## src/sv/rinq_pkg.sv

```systemverilog
// ----------------------------------------------------------------------------
// rinq_pkg
// Shared types and constants of the range-image neighbor query unit.
// ----------------------------------------------------------------------------
package rinq_pkg;

    localparam int COLUMNS_DEFAULT = 256;
    localparam int ROWS_DEFAULT    = 128;

    localparam int DEPTH_W  = 18;
    localparam int CELL_W   = 1 + 2 * DEPTH_W;
    localparam int KIND_W   = 2;
    localparam int COL_IN_W = 9;
    localparam int ROW_IN_W = 8;
    localparam int FOV_W    = 7;
    localparam int RADIUS_W = 4;
    localparam int CFG_IDX_W  = 2;
    localparam int CFG_DATA_W = 7;

    typedef enum logic [KIND_W-1:0] {
        KIND_WRITE = 2'd0,
        KIND_VERT  = 2'd1,
        KIND_RANGE = 2'd2
    } kind_t;

    localparam logic [CFG_IDX_W-1:0] CFG_FLOOR   = 2'd0;
    localparam logic [CFG_IDX_W-1:0] CFG_CEILING = 2'd1;
    localparam logic [CFG_IDX_W-1:0] CFG_RADIUS  = 2'd2;

    localparam logic [FOV_W-1:0]    FLOOR_RESET   = 7'd0;
    localparam logic [FOV_W-1:0]    CEILING_RESET = 7'd127;
    localparam logic [RADIUS_W-1:0] RADIUS_RESET  = 4'd1;

    typedef struct packed {
        logic clear;
        logic en;
    } acc_ctl_t;

endpackage

```

## src/sv/rinq_acc.sv

```systemverilog
// ----------------------------------------------------------------------------
// rinq_acc
// Compare unit: running minimum of near depths and maximum of far
// depths over the occupied cells returned by a window scan.
// ----------------------------------------------------------------------------
module rinq_acc (
    input  logic                          aclk,
    input  logic                          aresetn,
    input  rinq_pkg::acc_ctl_t            ctl,
    input  logic [rinq_pkg::DEPTH_W-1:0]  near_in,
    input  logic [rinq_pkg::DEPTH_W-1:0]  far_in,
    output logic                          found,
    output logic [rinq_pkg::DEPTH_W-1:0]  lo,
    output logic [rinq_pkg::DEPTH_W-1:0]  hi
);

    logic                         found_reg;
    logic [rinq_pkg::DEPTH_W-1:0] lo_reg;
    logic [rinq_pkg::DEPTH_W-1:0] hi_reg;

    always_ff @(posedge aclk) begin
        if (!aresetn) begin
            found_reg <= 1'b0;
            lo_reg    <= '0;
            hi_reg    <= '0;
        end else if (ctl.clear) begin
            found_reg <= 1'b0;
            lo_reg    <= '0;
            hi_reg    <= '0;
        end else if (ctl.en) begin
            found_reg <= 1'b1;
            if (!found_reg || near_in < lo_reg) begin
                lo_reg <= near_in;
            end
            if (!found_reg || far_in > hi_reg) begin
                hi_reg <= far_in;
            end
        end
    end

    assign found = found_reg;
    assign lo    = lo_reg;
    assign hi    = hi_reg;

endmodule

```

## config.mk

```make
export PLATFORM = sky130hd
export DESIGN_NAME = rinq_acc
export DESIGN_NICKNAME = d
export VERILOG_FILES = /design/src/sv/rinq_pkg.sv /design/src/sv/rinq_acc.sv
export SDC_FILE = /design/constraint.sdc
export NUM_CORES = 1
export LEC_CHECK = 0
export ABC_AREA = 1
export BUFFER_PORTS_ARGS = -buffer_cell sky130_fd_sc_hd__clkbuf_2
export CORE_UTILIZATION = 50
export CTS_CLUSTER_DIAMETER = 40
export DETAILED_ROUTE_END_ITERATION = 10
export GPL_ROUTABILITY_DRIVEN = 0
export GPL_TIMING_DRIVEN = 0
export PLACE_DENSITY = 0.88
export SLEW_MARGIN = 20
export SYNTH_ARGS = -nofsm -noshare
export SYNTH_HDL_FRONTEND = slang
export SYNTH_SLANG_ARGS = --single-unit
```

## constraint.sdc

```tcl
create_clock -name aclk -period 2.4 [get_ports aclk]
set_clock_uncertainty 0.2 [all_clocks]
set_input_delay 0.48 -clock aclk [delete_from_list [all_inputs] [get_ports aclk]]
set_output_delay 0.48 -clock aclk [all_outputs]
set_load 0.02 [all_outputs]
```

# Word level (Yosys, flattened, before mapping)
# Index checks and enable logic that the tools add are counted.
# Widths: inputs -> output; s select.
# word_totals
input_bits,40
elab_cells,12
out_inout_bits,37
ff_bits,37
# op_classes
bitwise,1
n_reduce_logical,6
magnitude_cmp,2
# ops
op,n
$gt 18x18->1,1
$lt 18x18->1,1
$reduce_and 2->1,2
$logic_or 1x1->1,2
$reduce_or 2->1,1
$logic_not 1->1,1
$not 1->1,1

# Depth between registers and ports, before layout
# Gate-level depths: netlist of the first run.
# logic_depth
word_depth,3
mapped_depth,16
ltp_nobuf,15

# Worst setup path before layout of the first run
# OpenSTA, ideal clock, no wires.
# synth_timing
kind,flip-flop to flip-flop
startpoint,register hi_reg (netlist bit hi[17])
endpoint,register hi_reg (netlist bit hi[15])
path_buffers,1
synth_period_minus_slack_ns,2.080
required_time_ns,2.085
path_slack_ns,0.320
setup_ns,0.115
arrival_ns,1.765
path_stages_with_launch,15
cell_sequence,dfxtp_1 > inv_1 > ha_1 > nand2_2 > nor2_4 > nand2_2 > nor2_2 > o21ai_1 > nand3_2 > nand2_2 > nand2_4 > buf_12 > nand3_1 > nand2_1 > nor2_1
# synth_via
elab_chain_cells,3
# synth_rtl
element,line,rtl
from (decl),rinq_acc.sv:19,logic [rinq_pkg::DEPTH_W-1:0] hi_reg;
from (signal assigned),rinq_acc.sv:36,hi_reg <= far_in;
$gt 18x18->1,rinq_acc.sv:35,if (!found_reg || far_in > hi_reg) begin
$logic_or 1x1->1,rinq_acc.sv:35,
$reduce_and 2->1 (no source line),n/a,
# Every way passes these cells.
# A chain may end at the register's enable or synchronous reset.

# Worst setup path in the final report of the first run
# layout_timing
startpoint,register lo_reg (netlist bit lo[13])
endpoint,register lo_reg (netlist bit lo[15])
# layout_via
elab_chain_cells,3
# layout_rtl
element,line,rtl
from (decl),rinq_acc.sv:18,logic [rinq_pkg::DEPTH_W-1:0] lo_reg;
from (signal assigned),rinq_acc.sv:33,lo_reg <= near_in;
$lt 18x18->1,rinq_acc.sv:32,if (!found_reg || near_in < lo_reg) begin
$logic_or 1x1->1,rinq_acc.sv:32,
$reduce_and 2->1 (no source line),n/a,
# Every way passes these cells.

==> metrics.md, run 1 <==
| Metric | Value |
|---|---|
| CTS tree | `done` |
| Top post-synthesis cells by count | `inv_1 (82), nand2_1 (72), nor2_1 (48)` |
| Critical path data required time | `~2.4 ns` |
| Largest net degree at the start of global routing | `11` |
| Worst hold endpoint | `hi[1]` |
| HP Class | `register to register` |
| Row count | `26` |
| R2R Path Start | `lo[13]` |
| N_diodes | `0` |
| Vias per cell | `just under 5` |
| Number of synthesized flops with an enable pin | `0` |
| R2r setup slk | `approximately 0.15 ns` |
| R2r endpoint | `lo[15]` |
| Primary FF master, synth | `dfxtp_1` |
| I/O Buffers | `75` |
| Worst stage delay on the critical path | `between 0.3 and 0.4 ns` |
| Worst Reg-to-Reg Cells | `11` |
| Distinct cells, synth | `23` |
| Cell count after synthesis | `approximately 400` |
| Syn_area_per_cell | `6.67 µm²` |
| Share of layout cells above drive strength 1 | `between 20% and 30%` |
| Post-CTS Setup Bufs | `0` |
| Leakage | `about 1.7 nW` |
| Wire length per cell after detailed routing | `around 11 µm` |
| Asr flop ratio synth | `0%` |
| Synth area leaders | `dfxtp_1 (28%), ha_1 (17%), inv_1 (12%), nand2_1 (10%), a21oi_1 (7.6%)` |
| Final setup fails | `0` |
| Global-route wire length before repair | `approximately 10,000 µm` |
| Total die area | `around 5600 µm²` |
| Seq/Total Area, Yosys | `between 20% and 30%` |
| H-Tree Depth | `2` |
| Area of the core | `~5100 µm²` |
| HPWL Detailed | `between 4000 and 5000 µm` |
| Syn. warnings | `0` |
| MaxCap Viol Count | `0` |
| Setup Crit Path Kind | `register to register` |
| CTS clk-pin slew, worst paths | `0.07 ns` |
| Crit path cell chain | `inv_1 -> ha_1 -> a21oi_1 -> o21ai_0 -> a21oi_1 -> nand3_1 -> nand2_2 -> buf_2 -> nand3_1 -> nand2_1 -> nor2_1` |
| Count leader, synth | `inv_1` |
| DR iter-0 viols | `around 110` |
| Power per cell area | `between 400 and 500 nW/µm²` |
| Root buf cell | `clkbuf_8` |
| VDD IR-drop max | `between 0.0003 and 0.0004 V` |
| F_max | `~440 MHz` |
| Yosys top cell area share | `around 28%` |
| Slowest cell on the critical path | `dfxtp_1` |
| Total CTS buffers | `5` |
| Pins Over Slew Limit | `0` |
| Die H | `74.7 µm` |
| Total power draw | `roughly 1.5 mW` |
| Critical path arrival | `roughly 2.2 ns` |
| First drt pass iteration count | `4` |
| WHS Path Cells | `2` |
| DR vias | `between 2,000 and 3,000` |
| Area leader, netlist | `dfxtp_1` |
| Filler cell count | `488` |
| Post-route DRC | `0` |
| Die width | `~75 µm` |
| Tot GR Track Use | `~23%` |
| Fin Setup TNS | `0 ns` |
| CP Launch Type | `register` |
| Status | `completed` |
| Initial core utilization | `approximately half` |
| CP Max Fanout | `10` |
| CP Capture Type | `register` |
| Slew Limit Headroom | `a little over half` |
| Post-Route WL | `roughly 6200 µm` |
| Area of the multi-input gates | `1480 µm²` |
| Final period utilization | `between 90 and 100%` |
| Ports | `77` |
| Worst-margin pin slew | `~0.7 ns` |
| Seq. cell area | `between 700 and 800 µm²` |
| CTS sink cnt | `37` |
| Routed Antenna Nets | `0` |
| Layout area overhead | `20.8%` |
| RSZ-0062 raised after global routing | `no` |
| Nets | `roughly 550` |
| Worst-skew pair later-pin latency | `0.28 ns` |
| Worst hold start | `hi[1]` |
| Gr ovfl total | `0` |
| Post-Syn Area | `around 2600 µm²` |
| CTS max path bufs | `2` |
| Net count after synthesis | `between 400 and 500` |
| Tmin final | `around 2.3 ns` |
| # hold bufs at CTS | `0` |
| Vias in the first global route | `around 2,500` |
| Initial antenna violation count | `0` |
| Cts repair resizes | `0` |
| Final hold vios | `0` |
| Post-synthesis register bit count | `37` |
## worst max path at each step
stage | start | endpoint | slack [ns] | cells after the start
after floorplan | hi[17] | hi[15] | 0.32 | 14
after global placement | near_in[13] | lo[15] | 0.05 | 11
after detailed placement | near_in[13] | lo[15] | 0.03 | 11
after CTS | lo[13] | lo[15] | 0.22 | 11
after global routing | lo[17] | lo[15] | 0.03 | 13
final | lo[13] | lo[15] | 0.15 | 11
## layout make-up
type	count	share of cell area (%)
tap	70	2.75
multi-input combinational	260	46.4
inverter	82	9.65
buffer	17	3.45
sequential	37	23.2
timing repair buffer	75	11.8
clock buffer	7	2.71
## cell usage in the layout, fill, tap and decap left out, drive strengths merged
| cell type | synthesis | routed |
|---|---|---|
| dfxtp | 37 | 37 |
| ha | 35 | 35 |
| nor2 | 50 | 50 |
| buf | 12 | 12 |
| o21a | 2 | 2 |
| nand4 | 1 | 1 |
| nand3 | 40 | 40 |
| nand2 | 77 | 77 |
| clkbuf | 5 | 87 |
| a21o | 3 | 3 |
| a21oi | 48 | 48 |
| o21ai | 4 | 4 |
| inv | 82 | 82 |
## worst max-delay path, delay by kind of cell (launching register included)
family          cells  cell delay, ns
fa+ha+maj           1            0.29
simple gates        5            0.53
flops               1            0.36
buf+inv             2            0.31
compound gates      3            0.44
## per-stage QoR
stage / area, µm² / hold WS [ns] / std cells / setup slack (ns) / util, %
after floorplan: 2640 / 0.376 / 396 / 0.320 / -
after global placement: 3100 / 0.288 / 541 / 0.0533 / 60.8
after detailed placement: 3100 / 0.300 / 541 / 0.0271 / 60.8
after CTS: 3190 / 0.310 / 548 / 0.224 / 62.4
after global routing: 3190 / 0.332 / 548 / 0.0286 / 62.4
final: 3190 / 0.310 / 548 / 0.149 / 62.4
## routing by layer
layer | up-vias | part of all wire [%] | global-route usage [%]
li1 | 1396 | - | -
met1 | 1198 | 44 | 27.1
met2 | 86 | 49 | 41.3
met3 | 10 | 6.0 | 5.22
met4 | 0 | 1.4 | 7.76
met5 | - | 0 | 0
## cell families (layout without fill, tap and decap cells)
family / count (synthesis) / after routing / share of synthesized area (%)
AOI/OAI and AO/OA: 57 / 57 / 12.4
adders and majority gates: 35 / 35 / 16.6
buffers and inverters: 99 / 181 / 15.8
DFF: 37 / 37 / 28.1
and+or+nand+nor: 168 / 168 / 27.1
## power breakdown
part,total [mW],leakage [nW],switching [mW],internal [mW]
registers,0.666,0.303,0.0237,0.642
logic,0.396,1.37,0.235,0.161
clock network,0.444,0.0443,0.216,0.228
total,1.51,1.72,0.475,1.03
Power figures use the tool's default switching activity.
==> run 2, diff against run 1 <==
--- a/config.mk
+++ b/config.mk
@@ -6,7 +6,8 @@
 export NUM_CORES = 1
 export LEC_CHECK = 0
 export ABC_AREA = 1
-export BUFFER_PORTS_ARGS = -buffer_cell sky130_fd_sc_hd__clkbuf_2
+export BUFFER_PORTS_ARGS = -buffer_cell sky130_fd_sc_hd__buf_4
+export CAP_MARGIN = 10
 export CORE_UTILIZATION = 50
 export CTS_CLUSTER_DIAMETER = 40
 export DETAILED_ROUTE_END_ITERATION = 10
==> metrics.md, run 2 (same netlist as run 1, synthesis figures left out) <==
| Metric | Value |
|---|---|
| First drt pass iteration count | `4` |
| Worst-margin pin slew | `0.677 ns` |
| R2R Path Start | `lo[17]` |
| Leakage | `roughly 1.8 nW` |
| Post-route non-filler standard cell count | `548` |
| CTS sink cnt | `37` |
| Critical path data required time | `roughly 2.4 ns` |
| Row count | `26` |
| Area of the core | `a little over 5000 µm²` |
| H-Tree Depth | `2` |
| Pre-CTS setup slack | `roughly 0.0037 ns` |
| Final hold vios | `0` |
| Die width | `74.7 µm` |
| CP Capture Type | `register` |
| Layout area overhead | `27.9%` |
| Tot GR Track Use | `between 20% and 30%` |
| N_diodes | `0` |
| F_max | `between 400 and 500 MHz` |
| Total power draw | `around 1.6 mW` |
| Root buf cell | `clkbuf_8` |
| Area after DPL | `around 3300 µm²` |
| Cts repair resizes | `0` |
| DR vias | `between 2,000 and 3,000` |
| Post-Route WL | `6480 µm` |
| Power per cell area | `about 460 nW/µm²` |
| Fin Setup TNS | `0 ns` |
| Wire length per cell after detailed routing | `11.8 µm` |
| Global-route wire length before repair | `between 10,000 and 15,000 µm` |
| Gr ovfl total | `0` |
| DR iter-0 viols | `around 110` |
| Largest net degree at the start of global routing | `11` |
| WHS Path Cells | `2` |
| Total die area | `between 5000 and 6000 µm²` |
| Slew Limit Headroom | `roughly 55%` |
| Ports | `a little under 80` |
| Vias in the first global route | `2,559` |
| Tmin final | `approximately 2.2 ns` |
| HP Class | `register to register` |
| Worst Reg-to-Reg Cells | `11` |
| Critical Path Source | `lo[17]` |
| VDD IR-drop max | `between 0.0003 and 0.0004 V` |
| Worst-skew pair later-pin latency | `around 0.29 ns` |
| Inst Count DP | `roughly 540` |
| Setup Crit Path Kind | `register to register` |
| Vias per cell | `around 5` |
| CP Launch Type | `register` |
| Initial core utilization | `approximately half` |
| Final Worst Setup Slack | `0.169 ns` |
| Post-route DRC | `0` |
| Share of layout cells above drive strength 1 | `between 20 and 25%` |
| MaxCap Viol Count | `0` |
| Nets | `approximately 550` |
| R2r setup slk | `around 0.17 ns` |
| Routed Antenna Nets | `0` |
| CTS max path bufs | `2` |
| Post-CTS Setup Bufs | `0` |
| Worst hold slack | `roughly 0.31 ns` |
| Status | `completed` |
| Commonest non-fill, non-tap cells in the layout | `inv_1 (82), buf_4 (75), nand2_1 (72)` |
| CTS clk-pin slew, worst paths | `roughly 0.070 ns` |
| Final period utilization | `92.9%` |
| Initial antenna violation count | `0` |
| Final core occ | `66.1%` |
| R2r endpoint | `lo[15]` |
| Commonest non-fill, non-tap cell in the layout | `inv_1` |
| Total CTS buffers | `5` |
| HPWL Detailed | `4870 µm` |
| I/O Buffers | `75` |
| CTS tree | `done` |
| Setup crit end | `lo[15]` |
| CP Max Fanout | `10` |
| Die H | `between 70 and 80 µm` |
| Final setup fails | `0` |
| Pins Over Slew Limit | `0` |
| Critical path arrival | `around 2.2 ns` |
| # hold bufs at CTS | `0` |
| Finished Cell Area | `about 3400 µm²` |
| RSZ-0062 raised after global routing | `no` |
-- run 2: routing by layer --
layer  vias up  part of all wire [%]  GRT usage (%)
li1       1400                     -              -
met1      1219                    44           28.8
met2        77                    50           45.2
met3        15                   4.8           4.82
met4         0                   1.7           10.3
met5         -                     0              0
-- run 2: report_power, final --
part,switching [mW],internal (mW)
sequential,0.0250,0.642
clock,0.230,0.228
combinational,0.237,0.194
total,0.492,1.07
-- run 2: worst max-delay path: stages (launching register included) --
cell and delay, ns:
dfxtp_1 0.36, inv_1 0.06, ha_1 0.29, a21oi_1 0.15, o21ai_0 0.09, a21oi_1 0.20
nand3_1 0.12, nand2_2 0.16, buf_2 0.26, nand3_1 0.11, nand2_1 0.09, nor2_1 0.04
-- run 2: worst min path at each step --
| stage | start | endpoint | slack, ns |
|---|---|---|---|
| after floorplan | hi[1] | hi[1] | 0.38 |
| after global placement | lo[17] | lo[17] | 0.29 |
| after detailed placement | hi[10] | hi[10] | 0.30 |
| after CTS | far_in[6] | hi[6] | 0.31 |
| after global routing | far_in[14] | hi[14] | 0.34 |
| final | hi[10] | hi[10] | 0.31 |
-- run 2: cell type report --
class	instances	area, µm²
Inverter	82	308
Fill cell	459	1730
Tap cell	70	87.6
Sequential cell	37	741
Buffer	17	110
Timing Repair Buffer	75	563
Multi-Input combinational cell	260	1480
Clock buffer	7	86.3
==> run 3, diff against run 2 <==
--- a/config.mk
+++ b/config.mk
@@ -14,6 +14,7 @@
 export GPL_ROUTABILITY_DRIVEN = 0
 export GPL_TIMING_DRIVEN = 0
 export PLACE_DENSITY = 0.88
+export RECOVER_POWER = 25
 export SLEW_MARGIN = 20
 export SYNTH_ARGS = -nofsm -noshare
 export SYNTH_HDL_FRONTEND = slang
==> metrics.md, run 3 (same netlist as run 1, synthesis figures left out) <==
| Metric | Value |
|---|---|
| Final period utilization | `approximately nine tenths` |
| Wire length per cell after detailed routing | `~12 µm` |
| DR iter-0 viols | `approximately 110` |
| Post-route DRC | `0` |
| CTS sink cnt | `37` |
| HP Class | `register to register` |
| R2r setup slk | `about 0.21 ns` |
| Worst-skew pair later-pin latency | `around 0.29 ns` |
| Slew Limit Headroom | `a little over half` |
| I/O Buffers | `75` |
| Pre-CTS setup slack | `~0.0037 ns` |
| Critical path arrival | `2.19 ns` |
| Total CTS buffers | `5` |
| N_diodes | `0` |
| Share of layout cells above drive strength 1 | `between 10% and 20%` |
| Seq pwr share | `a little over two fifths` |
| Row count | `26` |
| Status | `completed` |
| Root buf cell | `clkbuf_8` |
| Commonest non-fill, non-tap cells in the layout | `inv_1 (82), nand2_1 (72), buf_4 (57)` |
| Die width | `roughly 75 µm` |
| Area of the multi-input gates | `between 1000 and 1500 µm²` |
| Power per cell area | `between 400 and 500 nW/µm²` |
| Fin Setup TNS | `0 ns` |
| CP Max Fanout | `10` |
| CTS tree | `done` |
| Tmin final | `between 2 and 2.5 ns` |
| Initial antenna violation count | `0` |
| Most frequent CP cell | `nand2_1` |
| Clock network power share | `29.6%` |
| Critical path data required time | `~2.4 ns` |
| First drt pass iteration count | `4` |
| Leakage | `1.70 nW` |
| Int Power | `~1.1 mW` |
| # hold bufs at CTS | `0` |
| Switching power | `between 0.4 and 0.5 mW` |
| RSZ-0062 raised after global routing | `no` |
| H-Tree Depth | `2` |
| Initial core utilization | `51.7%` |
| Gate power share | `between 20 and 30%` |
| Final Worst Setup Slack | `roughly 0.21 ns` |
| HPWL Detailed | `4870 µm` |
| Routed Antenna Nets | `0` |
| CP Capture Type | `register` |
| Post-CTS Setup Bufs | `0` |
| Commonest non-fill, non-tap cell in the layout | `inv_1` |
| Pins Over Slew Limit | `0` |
| Slowest cell on the critical path | `dfxtp_1` |
| VDD IR-drop max | `approximately 0.00031 V` |
| Total die area | `around 5600 µm²` |
| CTS clk-pin slew, worst paths | `0.07 ns` |
| Global-route wire length before repair | `10,700 µm` |
| Ports | `77` |
| Worst-margin pin slew | `~0.69 ns` |
| Cts repair resizes | `0` |
| Tot GR Track Use | `between 20% and 30%` |
| Final setup fails | `0` |
| MaxCap Viol Count | `0` |
| Final core occ | `between 60% and 70%` |
| Seq. cell area | `around 740 µm²` |
| CP Launch Type | `register` |
| Die H | `74.7 µm` |
| Worst stage delay on the critical path | `about 0.38 ns` |
| Vias in the first global route | `about 2,600` |
| Nets | `553` |
| F_max | `around 460 MHz` |
| Post-Route WL | `around 6500 µm` |
| Sw Share | `between 30% and 40%` |
| DR vias | `around 2,700` |
| Area of the core | `a little over 5000 µm²` |
| Largest net degree at the start of global routing | `11` |
| Gr ovfl total | `0` |
| Crit path cell chain | `inv_1 -> ha_1 -> a21oi_1 -> o21a_1 -> nand2_1 -> nand2_1 -> nand3_1 -> nand2_2 -> buf_2 -> nand3_1 -> nand2_1 -> nor2_1` |
| Vias per cell | `4.97` |
| Layout area overhead | `25.4%` |
| CTS max path bufs | `2` |
| Setup Crit Path Kind | `register to register` |
| Finished Cell Area | `approximately 3300 µm²` |
| Area after DPL | `3290 µm²` |
| Final hold vios | `0` |
| Filler cell count | `roughly 470` |
## run 3: changes by cell type in the layout (fill, tap and decap cells not counted)
cell	previous run	this run
buf_4	75	57
clkbuf_1	6	24
## run 3: final timing paths
kind                             start  endpoint  cells past startpoint
worst max register to register   lo[9]    lo[15]                     12
worst max-delay path             lo[9]    lo[15]                     12
worst min register to register  hi[10]    hi[10]                      2
worst min-delay path            hi[10]    hi[10]                      2
## run 3: stage by stage
step | power, mW | hold WS (ns) | cells
4_1_cts | 1.56 | 0.307 | 548
3_5_place_dp | 1.11 | 0.297 | 541
3_3_place_gp | 1.09 | 0.289 | 541
2_1_floorplan | 0.951 | 0.376 | 396
5_1_grt | 1.64 | 0.337 | 548
6_report | 1.55 | 0.309 | 548
## run 3: per-layer routing
| layer | vias up | track usage [%] | share of wire (%) |
|---|---|---|---|
| met5 | - | 0 | 0 |
| met4 | 0 | 10.3 | 1.7 |
| met3 | 15 | 4.82 | 4.9 |
| met2 | 80 | 45.2 | 49 |
| met1 | 1228 | 28.8 | 44 |
| li1 | 1398 | - | - |
## run 3: area by class of cell
cell class                 instances  share of cell area [%]
tap                               70                    2.65
inverter                          82                    9.30
buffer                            17                    3.33
timing repair buffer              75                    15.0
sequential                        37                    22.4
clock buffer                       7                    2.61
multi-input combinational        260                    44.8
## run 3: critical path: cells and delay by family (launching register included)
| kind | cells | cell delay, ns |
|---|---|---|
| AO/OA/AOI/OAI | 2 | 0.30 |
| flip-flops | 1 | 0.38 |
| adder cells (fa/ha/maj) | 1 | 0.30 |
| buffers and inverters | 2 | 0.32 |
| AND/OR/NAND/NOR | 7 | 0.60 |
## run 3: power groups by stage
stage               logic [mW]  registers, mW  clock network [mW]
global route             0.477          0.671               0.496
detailed placement       0.428          0.681                   0
finish                   0.420          0.667               0.458
CTS                      0.432          0.667               0.462
global placement         0.413          0.680                   0
floorplan                0.239          0.712                   0
